**src/sv/zigzag_matrix_scan_unit_defines.svh**
```systemverilog
// Assertion macros shared by the zigzag scan unit modules.
`ifndef ZIGZAG_MATRIX_SCAN_UNIT_DEFINES_SVH
`define ZIGZAG_MATRIX_SCAN_UNIT_DEFINES_SVH

// Consequent must hold in the same cycle as the antecedent.
`define ZMS_ASSERT_NOW(label, clk, rst, ante, cons, msg) \
   label: assert property (@(posedge clk) disable iff (rst) (ante) |-> (cons)) \
      else $error(msg);

// Consequent must hold in the cycle after the antecedent.
`define ZMS_ASSERT_NEXT(label, clk, rst, ante, cons, msg) \
   label: assert property (@(posedge clk) disable iff (rst) (ante) |=> (cons)) \
      else $error(msg);

`endif

```
**src/sv/zms_pkg.sv**
```systemverilog
// Shared types and constants of the zigzag matrix scan unit.
package zms_pkg;

   localparam int ELEM_WIDTH = 16;
   localparam int CSR_WIDTH  = 4;

   typedef enum logic {
      WALK_IDLE,
      WALK_RUN
   } walk_state_type;

   typedef struct packed {
      logic issue;
      logic last;
   } walk_status_type;

endpackage

```
**src/sv/zms_ram.sv**
```systemverilog
// Generic single-port-write, single-port-read RAM with registered read data.
module zms_ram #(
   parameter int WIDTH = 16,
   parameter int DEPTH = 64,
   localparam int ADDR_W = (DEPTH > 1) ? $clog2(DEPTH) : 1
) (
   input  logic              clock,
   input  logic              wr_en,
   input  logic [ADDR_W-1:0] wr_addr,
   input  logic [WIDTH-1:0]  wr_data,
   input  logic              rd_en,
   input  logic [ADDR_W-1:0] rd_addr,
   output logic [WIDTH-1:0]  rd_data
);

   logic [WIDTH-1:0] mem_ff [DEPTH];
   logic [WIDTH-1:0] rd_data_ff;

   always_ff @(posedge clock) begin
      if (wr_en) begin
         mem_ff[wr_addr] <= wr_data;
      end
      if (rd_en) begin
         rd_data_ff <= mem_ff[rd_addr];
      end
   end

   assign rd_data = rd_data_ff;

endmodule

```
**src/sv/zms_walker.sv**
```systemverilog
// Zigzag address sequencer: walks the anti-diagonals and issues one read a cycle.
`include "zigzag_matrix_scan_unit_defines.svh"

module zms_walker #(
   parameter int MAX_SIDE = 8,
   localparam int DEPTH  = MAX_SIDE * MAX_SIDE,
   localparam int ADDR_W = (DEPTH > 1) ? $clog2(DEPTH) : 1,
   localparam int SIDE_W = $clog2(MAX_SIDE + 1),
   localparam int RC_W   = (MAX_SIDE > 1) ? $clog2(MAX_SIDE) : 1
) (
   input  logic                      clock,
   input  logic                      reset,
   input  logic                      start_walk,
   input  logic [SIDE_W-1:0]         side,
   output logic [ADDR_W-1:0]         rd_addr,
   output zms_pkg::walk_status_type  status,
   output logic                      busy
);

   zms_pkg::walk_state_type state_ff, state_in;
   logic [RC_W-1:0]   row_ff, row_in;
   logic [RC_W-1:0]   col_ff, col_in;
   logic              up_ff, up_in;
   logic [SIDE_W-1:0] side_ff, side_in;
   logic [RC_W-1:0]   nm1;
   logic              at_end;

   always_ff @(posedge clock) begin
      if (reset) begin
         state_ff <= zms_pkg::WALK_IDLE;
      end else begin
         state_ff <= state_in;
      end
      row_ff  <= row_in;
      col_ff  <= col_in;
      up_ff   <= up_in;
      side_ff <= side_in;
   end

   always_comb begin
      state_in = state_ff;
      row_in   = row_ff;
      col_in   = col_ff;
      up_in    = up_ff;
      side_in  = side_ff;
      nm1      = RC_W'(side_ff - 1'b1);
      at_end   = (row_ff == nm1) && (col_ff == nm1);
      unique case (state_ff)
         zms_pkg::WALK_IDLE: begin
            if (start_walk) begin
               state_in = zms_pkg::WALK_RUN;
               row_in   = '0;
               col_in   = '0;
               up_in    = 1'b1;
               side_in  = side;
            end
         end
         zms_pkg::WALK_RUN: begin
            if (at_end) begin
               state_in = zms_pkg::WALK_IDLE;
            end else if (up_ff) begin
               // Moving up-right: turn down at the right edge, right at the top edge.
               if (col_ff == nm1) begin
                  row_in = RC_W'(row_ff + 1'b1);
                  up_in  = 1'b0;
               end else if (row_ff == '0) begin
                  col_in = RC_W'(col_ff + 1'b1);
                  up_in  = 1'b0;
               end else begin
                  row_in = RC_W'(row_ff - 1'b1);
                  col_in = RC_W'(col_ff + 1'b1);
               end
            end else begin
               // Moving down-left: turn right at the bottom edge, down at the left edge.
               if (row_ff == nm1) begin
                  col_in = RC_W'(col_ff + 1'b1);
                  up_in  = 1'b1;
               end else if (col_ff == '0) begin
                  row_in = RC_W'(row_ff + 1'b1);
                  up_in  = 1'b1;
               end else begin
                  row_in = RC_W'(row_ff + 1'b1);
                  col_in = RC_W'(col_ff - 1'b1);
               end
            end
         end
         default: begin
            state_in = zms_pkg::WALK_IDLE;
         end
      endcase
   end

   assign rd_addr = ADDR_W'(ADDR_W'(row_ff) * ADDR_W'(side_ff) + ADDR_W'(col_ff));
   assign status  = '{issue: (state_ff == zms_pkg::WALK_RUN),
                      last:  (state_ff == zms_pkg::WALK_RUN) && at_end};
   assign busy    = (state_ff == zms_pkg::WALK_RUN);

   `ZMS_ASSERT_NOW(a_walk_in_bounds, clock, reset, status.issue,
      (RC_W + 1)'(row_ff) < (RC_W + 1)'(side_ff) && (RC_W + 1)'(col_ff) < (RC_W + 1)'(side_ff),
      "zigzag walk left the matrix")
   `ZMS_ASSERT_NEXT(a_walk_starts_at_origin, clock, reset,
      start_walk && (state_ff == zms_pkg::WALK_IDLE),
      status.issue && row_ff == '0 && col_ff == '0,
      "zigzag walk did not start at the top-left element")
   `ZMS_ASSERT_NEXT(a_walk_stops_after_last, clock, reset, status.last, !status.issue,
      "zigzag walk kept issuing after the last element")

endmodule

```
**src/sv/zigzag_matrix_scan_unit.sv**
```systemverilog
// Top level of the zigzag matrix scan unit: load counter, matrix RAM, zigzag walker and result strobe.
//
//  channel   direction  handshake            beat content
//  req_      in         start & !busy        req_element_value (row-major)
//  rsp_      out        rsp_valid (1 cycle)  rsp_scanned_value, rsp_last_of_matrix
//  csr_      in         csr_wr_en            csr_wr_data = matrix side
//
// Loading writes each accepted beat into the RAM; busy stays low while a matrix fills.
// The beat that completes an n by n matrix starts a scan: busy is high while the walker
// issues one RAM read per cycle, and each result strobes in the cycle after its read.
// Loading and scanning do not overlap: no beat is accepted until the scan ends.
// Reset clears the load count, sets the side to the maximum and drops any scan.
// The receiver cannot stall; results come out back to back during a scan.
`include "zigzag_matrix_scan_unit_defines.svh"

module zigzag_matrix_scan_unit #(
   parameter int MAX_SIDE   = 8,
   parameter int DATA_WIDTH = 16
) (
   input  logic                            clock,
   input  logic                            reset,
   input  logic                            start,
   output logic                            busy,
   input  logic [zms_pkg::ELEM_WIDTH-1:0]  req_element_value,
   output logic                            rsp_valid,
   output logic [zms_pkg::ELEM_WIDTH-1:0]  rsp_scanned_value,
   output logic                            rsp_last_of_matrix,
   input  logic                            csr_wr_en,
   input  logic [zms_pkg::CSR_WIDTH-1:0]   csr_wr_data
);

   localparam int DEPTH  = MAX_SIDE * MAX_SIDE;
   localparam int ADDR_W = (DEPTH > 1) ? $clog2(DEPTH) : 1;
   localparam int CNT_W  = $clog2(DEPTH + 1);
   localparam int SIDE_W = $clog2(MAX_SIDE + 1);
   localparam int ElemW  = zms_pkg::ELEM_WIDTH;

   logic [SIDE_W-1:0]         side_ff, side_in;
   logic [CNT_W-1:0]          total_ff, total_in;
   logic [CNT_W-1:0]          count_ff, count_in;
   logic                      rsp_valid_ff, rsp_last_ff;
   logic                      accept;
   logic                      matrix_full;
   logic                      walk_busy;
   logic [ADDR_W-1:0]         rd_addr;
   logic [DATA_WIDTH-1:0]     rd_data;
   zms_pkg::walk_status_type  status;

   assign accept      = start && !walk_busy;
   assign matrix_full = (CNT_W'(count_ff + 1'b1) == total_ff);

   // Side is saturated into 1..MAX_SIDE when written, so the rest of the logic never sees 0.
   always_comb begin
      side_in  = side_ff;
      total_in = total_ff;
      count_in = count_ff;
      if (csr_wr_en) begin
         priority if (csr_wr_data == '0) begin
            side_in = SIDE_W'(1);
         end else if (csr_wr_data > zms_pkg::CSR_WIDTH'(MAX_SIDE)) begin
            side_in = SIDE_W'(MAX_SIDE);
         end else begin
            side_in = SIDE_W'(csr_wr_data);
         end
         total_in = CNT_W'(side_in) * CNT_W'(side_in);
         count_in = '0;
      end else if (accept) begin
         count_in = matrix_full ? '0 : CNT_W'(count_ff + 1'b1);
      end
   end

   always_ff @(posedge clock) begin
      if (reset) begin
         side_ff      <= SIDE_W'(MAX_SIDE);
         total_ff     <= CNT_W'(DEPTH);
         count_ff     <= '0;
         rsp_valid_ff <= 1'b0;
      end else begin
         side_ff      <= side_in;
         total_ff     <= total_in;
         count_ff     <= count_in;
         rsp_valid_ff <= status.issue;
      end
      rsp_last_ff <= status.last;
   end

   zms_ram #(
      .WIDTH (DATA_WIDTH),
      .DEPTH (DEPTH)
   ) u_matrix_ram (
      .clock   (clock),
      .wr_en   (accept),
      .wr_addr (count_ff[ADDR_W-1:0]),
      .wr_data (DATA_WIDTH'(req_element_value)),
      .rd_en   (status.issue),
      .rd_addr (rd_addr),
      .rd_data (rd_data)
   );

   zms_walker #(
      .MAX_SIDE (MAX_SIDE)
   ) u_walker (
      .clock      (clock),
      .reset      (reset),
      .start_walk (accept && matrix_full),
      .side       (side_ff),
      .rd_addr    (rd_addr),
      .status     (status),
      .busy       (walk_busy)
   );

   assign busy               = walk_busy;
   assign rsp_valid          = rsp_valid_ff;
   assign rsp_scanned_value  = ElemW'(rd_data);
   assign rsp_last_of_matrix = rsp_valid_ff && rsp_last_ff;

   `ZMS_ASSERT_NOW(a_count_clear_in_scan, clock, reset, walk_busy, count_ff == '0,
      "load count not cleared while the matrix is being scanned")
   `ZMS_ASSERT_NEXT(a_gap_after_last, clock, reset, rsp_valid_ff && rsp_last_ff, !rsp_valid_ff,
      "result beat directly followed the last beat of a matrix")
   `ZMS_ASSERT_NOW(a_count_in_range, clock, reset, 1'b1, count_ff < total_ff,
      "load count reached the matrix size")

endmodule
```
**config.mk**
```make
export PLATFORM = sky130hd
export DESIGN_NAME = zigzag_matrix_scan_unit
export DESIGN_NICKNAME = d
export VERILOG_FILES = /design/src/sv/zms_pkg.sv /design/src/sv/zms_ram.sv /design/src/sv/zms_walker.sv /design/src/sv/zigzag_matrix_scan_unit.sv
export VERILOG_INCLUDE_DIRS = /design/src /design/src/sv
export SDC_FILE = /design/constraint.sdc
export NUM_CORES = 1
export LEC_CHECK = 0
export ABC_AREA = 1
export BUFFER_PORTS_ARGS = -buffer_cell sky130_fd_sc_hd__buf_4
export CAP_MARGIN = 15
export CELL_PAD_IN_SITES_DETAIL_PLACEMENT = 1
export CELL_PAD_IN_SITES_GLOBAL_PLACEMENT = 1
export CORE_MARGIN = 8
export CORE_UTILIZATION = 30
export CTS_BUF_LIST = sky130_fd_sc_hd__clkbuf_16
export DETAILED_ROUTE_END_ITERATION = 10
export PLACE_DENSITY = 0.53
export SYNTH_ARGS = -nofsm -noshare
export SYNTH_HDL_FRONTEND = slang
export SYNTH_SLANG_ARGS = --single-unit
```
**constraint.sdc**
```tcl
create_clock -name clock -period 2.98 [get_ports clock]
set_input_delay 0.447 -clock clock [delete_from_list [all_inputs] [get_ports clock]]
set_output_delay 0.447 -clock clock [all_outputs]
set_load 0.02 [all_outputs]
```
Word-level counts from Yosys, hierarchy flattened
Memory sizes are Yosys's and may differ from the RTL's. A register that Yosys moved wholly into a read port is not among the register bits.
Index checks and enable logic that the tools add are counted.
Widths: inputs -> output; s select.
{ "totals": {"reg_bits": 32, "latchBits": 0, "ramBits": 1024, "romBits": 0, "wordCells": 75, "memories": 1} }
{ "classes": {"addsub": 7, "n_mul": 2, "div_mod_pow": 0, "n_lt_le_gt_ge": 1, "eq_ne": 9, "shifts": 0, "n_mux": 30, "bitwise_logic": 1, "reduce_logical": 14} }
{ "memory_table": {"columns": ["name", "depth", "word_bits", "rd", "rd_clocked_by_memory_dff", "wr", "line_no", "rtl"], "rows": [
  ["u_matrix_ram.mem_ff", 64, 16, 1, 1, 1, "zms_ram.sv:16", "logic [WIDTH-1:0] mem_ff [DEPTH];"]
]} }
{ "op_table": {"columns": ["op", "n"], "rows": [
  ["$mux 3", 11],
  ["$mux 4", 3],
  ["$pmux 3 s2", 2],
  ["$mux 1", 11],
  ["$sub 3x1->3 const B", 3],
  ["$ne 4x4->1 const B", 2],
  ["$reduce_and 4->1", 2],
  ["$add 7x1->7 const B", 1],
  ["$eq 7x7->1", 1],
  ["$mul 4x4->7", 1],
  ["$mux 7", 1],
  ["$add 3x1->3 const B", 2],
  ["$add 6x3->6", 1],
  ["$eq 3x3->1", 2],
  ["$logic_not 3->1", 2],
  ["$mul 3x4->6", 1],
  ["$ne 3x3->1 const B", 2],
  ["$logic_and 1x1->1", 5],
  ["$gt 4x4->1 const B", 1],
  ["$logic_not 4->1", 1],
  ["$pmux 1 s2", 2],
  ["$reduce_and 2->1", 2],
  ["$ne 2x1->1 const B", 1],
  ["$ne 2x2->1 const B", 1],
  ["3 further kinds", 3]
]} }

Logic depth before layout (Yosys ltp)
{ "depth": {"ltp_word": 6, "ltp_mapped": 15, "depth_no_buf": 13} }

Hierarchy
A second synthesis with hierarchy kept.
{ "unflattened": {"hier_cells": 3841, "area_unflattened_um2": 44615.3} }
{ "by_module_without_submodules": {"columns": ["mod", "n_inst", "cells_per_inst", "area_per_inst_um2", "seq_area_each_um2"], "rows": [
  ["zms_ram", 1, 3517, 42259.3, 31230.0],
  ["zms_walker", 1, 158, 1277.5, 350.3],
  ["zigzag_matrix_scan_unit", 1, 166, 1078.5, 360.3]
]} }

Least setup slack after synthesis
OpenSTA, ideal clock, no wires.
{ "synth_path": {"kind": "register -> register", "startpoint": "register u_walker.row_ff[0]", "endpoint": "register u_matrix_ram.rd_data_ff[13] (netlist: u_matrix_ram.rd_data[13]) (read register of u_matrix_ram.mem_ff), data pin", "t_arrival_ns": 3.022, "required_ns": 2.727, "path_slack_ns": -0.295, "stages_incl_launch_ff": 14, "path_buffers": 2, "path_cell_list": "edfxtp_1 -> nand2_1 -> fa_1 -> inv_1 -> fa_1 -> fa_1 -> inv_1 -> clkbuf_1 -> clkbuf_1 -> nand3_1 -> nand3_1 -> nand3_1 -> nand3_1 -> nand2_1"} }
{ "synth_via": {"elab_chain_cells": 2} }
{ "synth_lines": {"columns": ["element", "line_no", "rtl"], "rows": [
  ["from (decl)", "zms_walker.sv:21", "logic [RC_W-1:0] row_ff, row_in;"],
  ["from (signal assigned)", "zms_walker.sv:34", "row_ff <= row_in;"],
  ["$mul 3x4->6", "zms_walker.sv:93", "assign rd_addr = ADDR_W'(ADDR_W'(row_ff) * ADDR_W'(side_ff) + ADDR_W'(col_ff));"],
  ["$add 6x3->6", "zms_walker.sv:93", null],
  ["to (decl)", "zms_ram.sv:17", "logic [WIDTH-1:0] rd_data_ff;"]
]} }
No other way between the ends.
A chain may end at the register's enable or synchronous reset.

Final worst setup path
{ "layout_path": {"startpoint": "register u_walker.side_ff[1]", "endpoint": "register u_matrix_ram.rd_data_ff[9] (netlist: u_matrix_ram.rd_data[9]) (read register of u_matrix_ram.mem_ff), data pin"} }
{ "layout_via": {"elab_chain_cells": 2} }
{ "layout_lines": {"columns": ["element", "line_no", "rtl"], "rows": [
  ["from (decl)", "zms_walker.sv:24", "logic [SIDE_W-1:0] side_ff, side_in;"],
  ["from (signal assigned)", "zms_walker.sv:37", "side_ff <= side_in;"],
  ["$mul 3x4->6", "zms_walker.sv:93", null],
  ["$add 6x3->6", "zms_walker.sv:93", null]
]} }
No other way between the ends.

==> results.sh <==
export IMPL_finalCritPeriodShare_pct=121
export IMPL_syn_area_mm2=0.0453
export IMPL_ys_ff_latch=1070
export IMPL_die_h_um=404
export IMPL_vias=29100
export IMPL_fin_ws_ns=-0.621
export IMPL_relSlewSlack_pct=34.7
export IMPL_io_buffers=42
export IMPL_die_w_um=404
export IMPL_worst_ep_arrival_time_ns=4.22
export IMPL_drc=0
export IMPL_fp_coreArea_mm2=0.150
export IMPL_regArea_mm2=0.0319
export IMPL_outcome="complete, but fails checks"
export IMPL_path_clk_slew_ns=0.06
export IMPL_path_max_fanout=14
export IMPL_clock_path_buffers=3
export IMPL_grt_usage_pct=16.9
export IMPL_cts_sinks=1070
export IMPL_ys_flop_type="edfxtp_1"
export IMPL_place_congestion=0.786
export IMPL_setup_viol=16
export IMPL_detail_route_antenna_nets=0
export IMPL_required_ns=3.60
export IMPL_worst_pin_slew_ns=0.980
export IMPL_rows=142
export IMPL_grt_ovfl_total=0
export IMPL_seq_area_frac_synth_pct=70.6
export IMPL_h_tree_depth=3
export IMPL_path_class="flop to flop"
export IMPL_cts_buffers=119
export IMPL_endpoint_kind="flop"
export IMPL_cp_start_kind="flop"
export IMPL_grt_pass1_vias=30100
export IMPL_yosysTopAreaCellShare_pct=69.7
export IMPL_wl_per_cell_um=23.4
export IMPL_grt_pass1_wl_um=206000
export IMPL_drv_cap=0
export IMPL_slew_violations=0
export IMPL_synth_distinct_cells=35
export IMPL_die_area_mm2=0.164
export IMPL_ir_worst_vdd_mv=0.473
export IMPL_synth_edff_count=1051
export IMPL_ios=43
export IMPL_fill_cells=15800
export IMPL_fmax_mhz=278
export IMPL_drive_gt1_share_pct=18.4
export IMPL_fin_util_pct=36.7
export IMPL_rsz0062_at_grt="yes"
export IMPL_postSynth_asyncResetShare_pct=0
export IMPL_syn_to_final_growth_pct=21.3
export IMPL_fin_area_mm2=0.0549
export IMPL_synthMostInstantiatedCell="edfxtp_1"
export IMPL_grt_antenna_before_repair=8
export IMPL_drt_iter0_drc=2221
export IMPL_synth_top_area_cell="edfxtp_1"
export IMPL_dpl_cell_area_mm2=0.0497
export IMPL_p_leak_uw=0.0202
export IMPL_nets=3962
export IMPL_postSynthAreaPerCell_um2=12.2
export IMPL_multiInputGateArea_mm2=0.0110
export IMPL_final_min_clock_period_ns=3.60
export IMPL_violations="setup timing"
export IMPL_drtPass1Iterations=5
export IMPL_initial_core_util_pct=30.2
export IMPL_dp_hpwl_um=86100
export IMPL_synthCells=3696
export IMPL_power_density_mw_per_mm2=624
export IMPL_worstSkewPairLatency_ns=0.75
export IMPL_grt_start_max_net_pins=109
export IMPL_yosys_top_cells_area="edfxtp_1, nand3_1, inv_1"
export IMPL_hold_path_class="input port to flop"
export IMPL_cts_tree="done"
export IMPL_finalClockSkew_ns=0.0550
export IMPL_hold_viol_final=0
export IMPL_ys_warn_count=0
export IMPL_cts_root_buffer="clkbuf_16"
export IMPL_netlist_top_cells_count="edfxtp_1, inv_1, nand3_1, nand2_1, a21oi_1"
export IMPL_via_per_inst=4.84
export IMPL_wl_um=141000
-- cells by family (layout without fill, tap and decap cells) --
logic type,Yosys count,after routing,share of synthesized area (%)
XOR/XNOR,14,14,0.304
adder cells (fa/ha/maj),27,27,0.829
buffers and inverters,801,1110,7.63
AND/OR/NAND/NOR,978,978,9.61
AO/OA/AOI/OAI,805,805,11.0
flip-flops,1070,1070,70.6
other,1,5,0.00829
-- through the flow --
stage	total power [uW]	setup slack [ns]	TNS, ns	cells	hold slack (ns)
6_report	34300	-0.621	-9.55	6025	0.167
5_1_grt	35400	-0.714	-10.98	6023	0.162
4_1_cts	34600	-0.739	-11.41	6018	0.109
3_5_place_dp	19800	-1.03	-14.43	5783	0.441
3_3_place_gp	19800	-0.984	-14.08	5783	0.425
2_1_floorplan	18300	-0.181	-7.05	3697	0.409
-- critical path, stage by stage, from the launching register on --
cell	delay [ns]
edfxtp_1	0.41
nand2_2	0.10
fa_1	0.42
inv_1	0.08
fa_2	0.46
fa_4	0.78
buf_12	0.20
clkinv_16	0.13
buf_12	0.17
nand3_1	0.12
nand3_2	0.11
buf_12	0.15
nand3_1	0.07
nand3_2	0.13
nand2_1	0.11
-- layer usage --
metal | vias to the layer above | wire (um) | GRT usage (%)
li1 | 13600 | - | -
met1 | 14800 | 65700 | 23.5
met2 | 526 | 65200 | 27.1
met3 | 179 | 6470 | 3.34
met4 | 0 | 3430 | 4.54
met5 | - | 0 | 0
-- state kept, by name (all words and copies together) (netlist names) --
signal / count
count_ff: 7
total_ff: 5
rsp_last_ff: 1
u_walker.busy: 1
rsp_valid: 1
u_matrix_ram.mem_ff: 1024
u_walker.row_ff: 3
u_walker.col_ff: 3
u_walker.up_ff: 1
side_ff: 4
u_matrix_ram.rd_data: 16
u_walker.side_ff: 4
-- worst paths after layout --
path	start	end	slack (ns)	cells after the start
worst min-delay path	csr_wr_data[2]	side_ff[0]	0.17	3
worst max register to register	u_walker.side_ff[1]	u_matrix_ram.rd_data[9]	-0.62	14
worst min register to register	side_ff[2]	u_walker.side_ff[2]	0.45	0
worst max-delay path	u_walker.side_ff[1]	u_matrix_ram.rd_data[9]	-0.62	14
-- layout by cell type, fill, tap and decap left out, types with 22 or more instances in the layout --
cell and count:
edfxtp_1 1051, inv_1 588, nand3_1 357, nand2_1 354, a21oi_1 273, o21ai_0 238
buf_4 232, o211ai_1 192, clkbuf_16 121, nand3_2 116, nor2_1 86, buf_12 68
o211ai_2 64, nand3_4 34, o21ai_1 32, clkinv_1 29, clkinv_2 22
-- power by group --
| group | total [uW] | internal, uW | switching, uW | leakage, uW |
|---|---|---|---|---|
| Clock | 14400 | 8180 | 6200 | 0.00193 |
| Sequential | 16600 | 16600 | 22.1 | 0.00961 |
| Combinational | 3300 | 1130 | 2170 | 0.00865 |
-- cell type report --
cell class / instances / share of cell area (%)
sequential: 1070 / 58.2
multi-input combinational: 1826 / 20.1
clock buffer: 119 / 5.42
tap: 2016 / 4.59
antenna: 3 / 0.0137
timing repair buffer: 321 / 6.30
clock inverter: 97 / 1.45
inverter: 573 / 3.96
-- what timing repair did --
item / 4_1_cts / 5_1_grt
setup buffers: 10 / 4
endpoints found under the hold margin: 6 / 0
hold buffers: 5 / 0
endpoints found under the setup margin: 16 / 16
pin swaps: 31 / 19
cloned: 4 / 2
gates resized for setup: 151 / 74
Note: power is estimated with default switching activity, not from simulation.
